File: config.mk
export PLATFORM = sky130hd
export DESIGN_NAME = bounded_ordered_list_deque_unit_flat
export DESIGN_NICKNAME = d
export VERILOG_FILES = /design/src/design/bold_pkg.sv /design/src/design/bold_if.sv /design/src/design/bold_ctrl.sv /design/src/design/bold_dp.sv /design/src/design/bounded_ordered_list_deque_unit.sv /design/src/flat_wrapper.sv
export SDC_FILE = /design/constraint.sdc
export NUM_CORES = 2
export LEC_CHECK = 0
export BUFFER_PORTS_ARGS = -buffer_cell sky130_fd_sc_hd__buf_4
export CAP_MARGIN = 20
export CELL_PAD_IN_SITES_DETAIL_PLACEMENT = 1
export CELL_PAD_IN_SITES_GLOBAL_PLACEMENT = 2
export CORE_ASPECT_RATIO = 0.8
export CORE_MARGIN = 2
export CORE_UTILIZATION = 41
export DETAILED_ROUTE_END_ITERATION = 7
export PLACE_DENSITY_LB_ADDON = 0.15
export SLEW_MARGIN = 20
export SYNTH_ARGS = -nofsm -noshare
export SYNTH_HDL_FRONTEND = slang
export SYNTH_SLANG_ARGS = --single-unit
File: constraint.sdc
create_clock -name clk -period 5.1 [get_ports clk]
set_input_delay 0.255 -clock clk [delete_from_list [all_inputs] [get_ports clk]]
set_output_delay 0.255 -clock clk [all_outputs]
set_load 0.02 [all_outputs]
File: src/design/bold_pkg.sv
// Shared constants, codes, command/status types and width helpers for the list deque.
package bold_pkg;

  // Storage geometry
  localparam int DEPTH      = 16;
  localparam int DATA_WIDTH = 32;
  localparam int CNT_W      = $clog2(DEPTH + 1);
  localparam int IDX_W      = $clog2(DEPTH);

  // Fixed port field widths
  localparam int MODE_W   = 3;
  localparam int VALUE_W  = 32;
  localparam int STATUS_W = 2;
  localparam int ENTRY_W  = 5;

  // Operation codes
  localparam logic [MODE_W-1:0] MODE_PUSH_FRONT = 3'd0;
  localparam logic [MODE_W-1:0] MODE_PUSH_BACK  = 3'd1;
  localparam logic [MODE_W-1:0] MODE_REMOVE     = 3'd2;
  localparam logic [MODE_W-1:0] MODE_READ_FWD   = 3'd3;
  localparam logic [MODE_W-1:0] MODE_READ_BWD   = 3'd4;
  localparam logic [MODE_W-1:0] MODE_CLEAR      = 3'd5;

  // Result status codes
  localparam logic [STATUS_W-1:0] STAT_OK        = 2'd0;
  localparam logic [STATUS_W-1:0] STAT_FULL      = 2'd1;
  localparam logic [STATUS_W-1:0] STAT_NOT_FOUND = 2'd2;
  localparam logic [STATUS_W-1:0] STAT_EMPTY     = 2'd3;

  // Controller to datapath
  typedef struct packed {
    logic              exec;     // single-result operation, taken this cycle
    logic [MODE_W-1:0] mode;
    logic              rd_load;  // load one traversal entry into the output stage
    logic [IDX_W-1:0]  rd_idx;
    logic              rd_last;
  } cmd_t;

  // Datapath to controller
  typedef struct packed {
    logic             slot_free; // output stage can take a result this cycle
    logic [CNT_W-1:0] count;
  } stat_t;

  // Input value to cell width (zero-extend or truncate)
  function automatic logic [DATA_WIDTH-1:0] to_cell(input logic [VALUE_W-1:0] v);
    logic [127:0] w;
    w = 128'(v);
    return w[DATA_WIDTH-1:0];
  endfunction

  // Cell to output width (zero-extend or truncate)
  function automatic logic [VALUE_W-1:0] from_cell(input logic [DATA_WIDTH-1:0] c);
    logic [127:0] w;
    w = 128'(c);
    return w[VALUE_W-1:0];
  endfunction

endpackage

File: src/design/bold_if.sv
// Valid/ready channel interfaces for operation items and result items.
interface bold_in_if;
  import bold_pkg::*;
  logic                       valid;
  logic                       ready;
  logic [MODE_W-1:0]          mode;
  logic signed [VALUE_W-1:0]  value;

  modport source (output valid, mode, value, input ready);
  modport sink   (input valid, mode, value, output ready);
endinterface

interface bold_out_if;
  import bold_pkg::*;
  logic                       valid;
  logic                       ready;
  logic signed [VALUE_W-1:0]  data_value;
  logic                       is_last;
  logic [STATUS_W-1:0]        status;
  logic [ENTRY_W-1:0]         entry_count;

  modport source (output valid, data_value, is_last, status, entry_count, input ready);
  modport sink   (input valid, data_value, is_last, status, entry_count, output ready);
endinterface

File: src/design/bold_ctrl.sv
// Controller: accepts operations and sequences traversal read-outs one entry per transfer.
module bold_ctrl (
  input  logic                        clk,
  input  logic                        rst,
  input  logic                        in_valid,
  input  logic [bold_pkg::MODE_W-1:0] in_mode,
  output logic                        in_ready,
  input  bold_pkg::stat_t             stat,
  output bold_pkg::cmd_t              cmd
);
  import bold_pkg::*;

  localparam logic ST_IDLE = 1'b0;
  localparam logic ST_READ = 1'b1;

  logic             state, state_next;
  logic             backward, backward_next;
  logic [IDX_W-1:0] rd_i, rd_i_next;
  logic             accept;
  logic             last_entry;

  assign accept     = in_valid && in_ready;
  assign last_entry = (CNT_W'(CNT_W'(rd_i) + CNT_W'(1)) == stat.count);

  // Next state and commands
  always_comb begin
    state_next    = state;
    backward_next = backward;
    rd_i_next     = rd_i;
    in_ready      = 1'b0;
    cmd.exec      = 1'b0;
    cmd.mode      = in_mode;
    cmd.rd_load   = 1'b0;
    cmd.rd_last   = last_entry;
    cmd.rd_idx    = backward ? IDX_W'(stat.count - CNT_W'(1) - CNT_W'(rd_i)) : rd_i;
    unique case (state)
      ST_IDLE: begin
        in_ready = stat.slot_free;
        if (accept) begin
          unique case (in_mode) inside
            MODE_PUSH_FRONT, MODE_PUSH_BACK, MODE_REMOVE, MODE_CLEAR: begin
              cmd.exec = 1'b1;
            end
            MODE_READ_FWD, MODE_READ_BWD: begin
              // empty list answers at once with a single result
              if (stat.count == '0) begin
                cmd.exec = 1'b1;
              end else begin
                state_next    = ST_READ;
                backward_next = (in_mode == MODE_READ_BWD);
                rd_i_next     = '0;
              end
            end
            default: ;
          endcase
        end
      end
      ST_READ: begin
        if (stat.slot_free) begin
          cmd.rd_load = 1'b1;
          rd_i_next   = IDX_W'(rd_i + IDX_W'(1));
          if (last_entry) state_next = ST_IDLE;
        end
      end
      default: state_next = ST_IDLE;
    endcase
  end

  // Control registers
  always_ff @(posedge clk) begin
    if (rst) begin
      state    <= ST_IDLE;
      backward <= 1'b0;
      rd_i     <= '0;
    end else begin
      state    <= state_next;
      backward <= backward_next;
      rd_i     <= rd_i_next;
    end
  end

endmodule

File: src/design/bold_dp.sv
// Datapath: cell chain, entry count and the registered output stage.
module bold_dp (
  input  logic                          clk,
  input  logic                          rst,
  input  bold_pkg::cmd_t                cmd,
  input  logic [bold_pkg::VALUE_W-1:0]  value,
  input  logic                          out_ready,
  output logic                          out_valid,
  output logic [bold_pkg::VALUE_W-1:0]  data_value,
  output logic                          is_last,
  output logic [bold_pkg::STATUS_W-1:0] status,
  output logic [bold_pkg::ENTRY_W-1:0]  entry_count,
  output bold_pkg::stat_t               stat
);
  import bold_pkg::*;

  logic [DATA_WIDTH-1:0] cells      [DEPTH];
  logic [DATA_WIDTH-1:0] cells_next [DEPTH];
  logic [CNT_W-1:0]      count, count_next;
  logic [DATA_WIDTH-1:0] v;
  logic [DEPTH-1:0]      match;
  logic [DEPTH-1:0]      kill;
  logic                  found;
  logic                  full;
  logic [STATUS_W-1:0]   res_status;
  logic                  slot_free;

  assign v         = to_cell(value);
  assign full      = (count == CNT_W'(DEPTH));
  assign slot_free = !out_valid || out_ready;
  assign found     = |match;

  assign stat.slot_free = slot_free;
  assign stat.count     = count;

  // Compare every valid cell against the search value
  always_comb begin
    for (int i = 0; i < DEPTH; i++) begin
      match[i] = (cells[i] == v) && (CNT_W'(i) < count);
    end
  end

  // Cells at and behind the first match close up the gap
  always_comb begin
    for (int i = 0; i < DEPTH; i++) begin
      kill[i] = |(match & ~({DEPTH{1'b1}} << (i + 1)));
    end
  end

  // Cell chain update for the single-step operations
  always_comb begin
    count_next = count;
    res_status = STAT_OK;
    for (int i = 0; i < DEPTH; i++) cells_next[i] = cells[i];
    if (cmd.exec) begin
      unique case (cmd.mode) inside
        MODE_PUSH_FRONT: begin
          if (full) begin
            res_status = STAT_FULL;
          end else begin
            for (int i = 0; i < DEPTH; i++) begin
              cells_next[i] = (i == 0) ? v : cells[(i == 0) ? 0 : i - 1];
            end
            count_next = CNT_W'(count + CNT_W'(1));
          end
        end
        MODE_PUSH_BACK: begin
          if (full) begin
            res_status = STAT_FULL;
          end else begin
            cells_next[count[IDX_W-1:0]] = v;
            count_next = CNT_W'(count + CNT_W'(1));
          end
        end
        MODE_REMOVE: begin
          if (!found) begin
            res_status = STAT_NOT_FOUND;
          end else begin
            for (int i = 0; i < DEPTH - 1; i++) begin
              if (kill[i]) cells_next[i] = cells[i + 1];
            end
            count_next = CNT_W'(count - CNT_W'(1));
          end
        end
        MODE_READ_FWD, MODE_READ_BWD: res_status = STAT_EMPTY;
        MODE_CLEAR:                   count_next = '0;
        default: ;
      endcase
    end
  end

  // Cell storage, no reset needed
  always_ff @(posedge clk) begin
    for (int i = 0; i < DEPTH; i++) cells[i] <= cells_next[i];
  end

  // Entry count
  always_ff @(posedge clk) begin
    if (rst) count <= '0;
    else     count <= count_next;
  end

  // Output stage valid flag
  always_ff @(posedge clk) begin
    if (rst) begin
      out_valid <= 1'b0;
    end else if (cmd.exec || cmd.rd_load) begin
      out_valid <= 1'b1;
    end else if (out_ready) begin
      out_valid <= 1'b0;
    end
  end

  // Output stage payload
  always_ff @(posedge clk) begin
    if (cmd.exec) begin
      data_value  <= '0;
      is_last     <= 1'b1;
      status      <= res_status;
      entry_count <= ENTRY_W'(count_next);
    end else if (cmd.rd_load) begin
      data_value  <= from_cell(cells[cmd.rd_idx]);
      is_last     <= cmd.rd_last;
      status      <= STAT_OK;
      entry_count <= ENTRY_W'(count);
    end
  end

endmodule

File: src/design/bounded_ordered_list_deque_unit.sv
// Top level of the bounded ordered list deque: controller, datapath and checks.
//
// Usage:
//   in_ch carries one operation per transfer (mode, value); out_ch returns
//   results (data_value, is_last, status, entry_count). Push front, push back,
//   remove-by-value and clear each update the cell chain and give one
//   result, visible on out_ch the cycle after the transfer. A read-out gives
//   one result per held entry, one per cycle while out_ch does not stall,
//   loaded into the output stage once the controller is in its read state;
//   in_ch is held off until the last entry is loaded. A read of an empty
//   list behaves like a single-result operation. Unused mode codes are taken
//   and dropped with no result. Throughput is one operation per cycle for
//   single-result operations while out_ch does not stall, set by the single
//   registered output stage which is freed in the same cycle its result is
//   taken.
//   Reset (rst, synchronous) empties the list and drops any pending result.
//   When out_ch stalls, the output stage holds its result and in_ch is not
//   ready until the cycle in which that result is taken.
module bounded_ordered_list_deque_unit (
  input  logic     clk,
  input  logic     rst,
  bold_in_if.sink  in_ch,
  bold_out_if.source out_ch
);
  import bold_pkg::*;

  cmd_t  cmd;
  stat_t stat;

  bold_ctrl u_ctrl (
    .clk      (clk),
    .rst      (rst),
    .in_valid (in_ch.valid),
    .in_mode  (in_ch.mode),
    .in_ready (in_ch.ready),
    .stat     (stat),
    .cmd      (cmd)
  );

  bold_dp u_dp (
    .clk         (clk),
    .rst         (rst),
    .cmd         (cmd),
    .value       (in_ch.value),
    .out_ready   (out_ch.ready),
    .out_valid   (out_ch.valid),
    .data_value  (out_ch.data_value),
    .is_last     (out_ch.is_last),
    .status      (out_ch.status),
    .entry_count (out_ch.entry_count),
    .stat        (stat)
  );

  // Only one source may load the output stage in a cycle
  a_one_load: assert property (@(posedge clk) disable iff (rst)
    !(cmd.exec && cmd.rd_load))
    else $error("operation and read-out loaded the output stage together");

  // Entry count never exceeds the chain length
  a_count_bound: assert property (@(posedge clk) disable iff (rst)
    stat.count <= CNT_W'(DEPTH))
    else $error("entry count beyond capacity");

  // No new operation is taken while a read-out is running
  a_read_blocks: assert property (@(posedge clk) disable iff (rst)
    cmd.rd_load |-> !in_ch.ready)
    else $error("input ready during read-out");

  // A taken operation shows its result in the next cycle
  a_exec_result: assert property (@(posedge clk) disable iff (rst)
    cmd.exec |=> out_ch.valid && out_ch.is_last)
    else $error("operation result missing");

endmodule
File: src/flat_wrapper.sv
// flat-port wrapper written by rule: the top's interface ports become plain ports
module bounded_ordered_list_deque_unit_flat import bold_pkg::*;
  (clk, rst, in_ch_valid, in_ch_mode, in_ch_value, in_ch_ready, out_ch_valid, out_ch_data_value, out_ch_is_last, out_ch_status, out_ch_entry_count, out_ch_ready);
  bold_in_if in_ch_i ();
  bold_out_if out_ch_i ();
  input  logic clk;
  input  logic rst;
  input wire logic [$bits(in_ch_i.valid)-1:0] in_ch_valid;
  input wire logic [$bits(in_ch_i.mode)-1:0] in_ch_mode;
  input wire logic [$bits(in_ch_i.value)-1:0] in_ch_value;
  output wire logic [$bits(in_ch_i.ready)-1:0] in_ch_ready;
  output wire logic [$bits(out_ch_i.valid)-1:0] out_ch_valid;
  output wire logic [$bits(out_ch_i.data_value)-1:0] out_ch_data_value;
  output wire logic [$bits(out_ch_i.is_last)-1:0] out_ch_is_last;
  output wire logic [$bits(out_ch_i.status)-1:0] out_ch_status;
  output wire logic [$bits(out_ch_i.entry_count)-1:0] out_ch_entry_count;
  input wire logic [$bits(out_ch_i.ready)-1:0] out_ch_ready;
  assign in_ch_i.valid = in_ch_valid;
  assign in_ch_i.mode = in_ch_mode;
  assign in_ch_i.value = in_ch_value;
  assign in_ch_ready = in_ch_i.ready;
  assign out_ch_valid = out_ch_i.valid;
  assign out_ch_data_value = out_ch_i.data_value;
  assign out_ch_is_last = out_ch_i.is_last;
  assign out_ch_status = out_ch_i.status;
  assign out_ch_entry_count = out_ch_i.entry_count;
  assign out_ch_i.ready = out_ch_ready;
  bounded_ordered_list_deque_unit u_core (.clk(clk), .rst(rst), .in_ch(in_ch_i), .out_ch(out_ch_i));
endmodule
==> flow_summary.json <==
{
  "via_per_inst": 7.48,
  "syn_avg_cell_area_um2": 8.41,
  "synth.largest_area_cell": "edfxtp_1",
  "relSlewSlack_pct": 18.6,
  "routed-via-count": 53600,
  "yosysWarningCount": 0,
  "synth_area_um2": 50600,
  "crit_arrival_ps": 4730,
  "hold_depth": 3,
  "p_leak_nw": 18.2,
  "synthTopCellsByArea": "edfxtp_1 31%, xnor2_1 7.9%, mux4_2 7.1%",
  "io_pins": 81,
  "r2r_slack_ps": 800,
  "design_area_um2": 54200,
  "p_per_area_nw_per_um2": 250,
  "drt-initial-drc-count": 9398,
  "synth-seq-cells": 564,
  "area.growth.synth_to_final_pct": 7.25,
  "endpoint_kind": "flip-flop",
  "cts_resized": 0,
  "nNetsFinal": 5513,
  "grt_remaining_overflow": 0,
  "core_area_um2": 123000,
  "critical_path_class": "reg2reg",
  "clock_latency_ps": 710,
  "first_pass_iters": 7,
  "dpl.hpwl_mm": 198,
  "layout.cells.non_filler": 7166,
  "outcome": "completed",
  "reg2reg_depth": 10,
  "initial_core_util_pct": 41.2,
  "critPathMaxFanout": 14,
  "wire_per_inst_um": 40.8,
  "synth_edf_count": 519,
  "grt_max_degree": 223,
  "tightest_slew_ps": 1220,
  "synthArstFlopShare_pct": 0,
  "synthDominantCellAreaShare_pct": 30.8,
  "min_path_type": "in2reg",
  "numPortBuffers": 80,
  "cts_root_buffer": "clkbuf_16",
  "synth.distinct_cells": 68,
  "dp_cells": 7024,
  "fin_crit_ps": 4300,
  "syn-num-nets": 6059,
  "drtAntennaViolNets": 0,
  "cts.sinks": 564,
  "grt_pass1_vias": 49200,
  "gp_congestion": 1.03,
  "grtUsageTotal_pct": 44.9,
  "synth_seq_area_share_pct": 32.6,
  "clk_pin_slew_worst_paths_ps": 60,
  "vdd_ir_drop_max_uv": 254,
  "layout-drive-gt1-share_pct": 10.1,
  "cts_max_path_buffers": 3,
  "placed_cell_area_um2": 51900,
  "die_area_um2": 126000,
  "fin_crit_sh_pct": 84.4,
  "hold_violations": 0,
  "drv_slew": 0,
  "clock.fmax_mhz": 232,
  "drt-total-wl_mm": 293,
  "rsz0062_at_grt": "false",
  "antenna_found_initial": 13,
  "fin_setup_tns_ps": 0,
  "final_common_cell": "edfxtp_1",
  "cp.required_ps": 5530,
  "drc_errors": 0,
  "maxCapViolCount": 0,
  "skew_ps": 40.2,
  "startpoint_type": "flip-flop",
  "synth_cells": 6010,
  "setup_violations": 0,
  "htree_levels": 3,
  "total_power_mw": 13.5,
  "cts_inserted_buffers": 74,
  "die_x_um": 397,
  "cts_tree": "done",
  "mostFrequentLayoutCells": "519 x edfxtp_1, 518 x nand2_1, 453 x xnor2_1, 451 x nor2_1, 346 x nand3_1",
  "grt_pass1_wl_mm": 407,
  "dieHeight_um": 318,
  "num_rows": 115,
  "synth_ff_type": "edfxtp_1"
}
## per-layer routing
| layer | up-vias | global-route usage (%) | routed length (um) |
|---|---|---|---|
| met2 | 3990 | 61.1 | 117000 |
| met3 | 477 | 15.6 | 42400 |
| li1 | 21600 | - | - |
| met5 | - | 0 | 112 |
| met4 | 16 | 15.5 | 12300 |
| met1 | 27600 | 65.1 | 121000 |
## registers in the layout, indices dropped and copies added (netlist names), 2 cells and up
register	flops
u_core.u_ctrl.rd_i	4
u_core.u_dp.count	5
u_core.u_dp.entry_count	5
u_core.u_dp.data_value	32
u_core.u_dp.cells	512
u_core.u_dp.status	2
## worst paths after layout
path                         startpoint                          to
max                u_core.u_dp.count[2]    u_core.u_dp.cells[13][1]
min                      in_ch_value[0]     u_core.u_dp.cells[0][0]
max reg2reg        u_core.u_dp.count[2]    u_core.u_dp.cells[13][1]
min reg2reg  u_core.u_dp.data_value[17]  u_core.u_dp.data_value[17]
## report_power, final
part / leakage (nW) / internal (mW) / switching, mW
Clock: 1.11 / 3.01 / 2.38
Sequential: 5.08 / 5.21 / 0.238
Combinational: 12.0 / 0.808 / 1.89
## kinds of logic after synthesis
| kind of cell | count (synthesis) | share of synthesized area [%] |
|---|---|---|
| and+or+nand+nor | 1694 | 15.3 |
| xor gates and xnor gates | 522 | 9.04 |
| AOI/OAI and AO/OA | 1850 | 25.3 |
| adders and majority gates | 10 | 0.262 |
| buffers and inverters | 1133 | 8.81 |
| muxes | 237 | 8.66 |
| DFF | 564 | 32.6 |
## per-stage QoR
stage	utilization (%)	hold WS, ps	setup slack, ps
after floorplan	-	434	364
after global placement	42.3	446	397
after detailed placement	42.3	451	718
after CTS	44.2	82.0	840
after global routing	44.2	136	684
final	44.2	137	796
## final cells by class
class / instances / area, um2
Fill cell: 14100 / 68400
Multi-Input combinational cell: 4313 / 30000
Sequential cell: 564 / 16500
Timing Repair Buffer: 250 / 2440
Tap cell: 1638 / 2050
Clock buffer: 100 / 1970
Inverter: 261 / 987
Clock inverter: 32 / 318
Antenna cell: 8 / 20.0
## Yosys cell counts, types with 3 or more instances
cell type,count
o21a_1,3
and4_1,10
inv_1,261
a21oi_1,342
and3_1,10
or3_1,5
o2111ai_1,3
nand4_1,178
nor2_1,465
xnor2_1,454
a221oi_1,227
a32oi_1,219
nand2b_1,6
buf_4,7
a22oi_1,222
o22ai_1,227
nor3b_1,4
buf_6,7
mux2i_1,76
a22o_1,160
nor3_1,41
o21ai_0,323
nand3_1,348
a211oi_1,70
a222oi_1,32
buf_1,167
nand2_1,521
buf_2,94
mux4_2,159
clkbuf_1,595
a21o_1,4
edfxtp_1,519
and2_1,5
nor4b_1,3
xor2_1,68
nor4_1,65
nor2b_1,7
or2_2,9
dfxtp_1,45
nand4b_1,5
ha_1,9
## critical path, cell delays in order, from the launching register on
cell	delay, ps
dfxtp_1	480
buf_4	300
nor3_2	780
a21oi_1	140
buf_4	180
and3_1	170
nor2_1	570
and4b_1	470
nor2b_1	530
a21oi_4	150
buf_4	260
## what timing repair did
action                    4_1_cts  5_1_grt
hold endpoints to repair       12        0
hold buffers                    2        0
buffers inserted                0        0
Note: power is estimated with default switching activity, not from simulation.
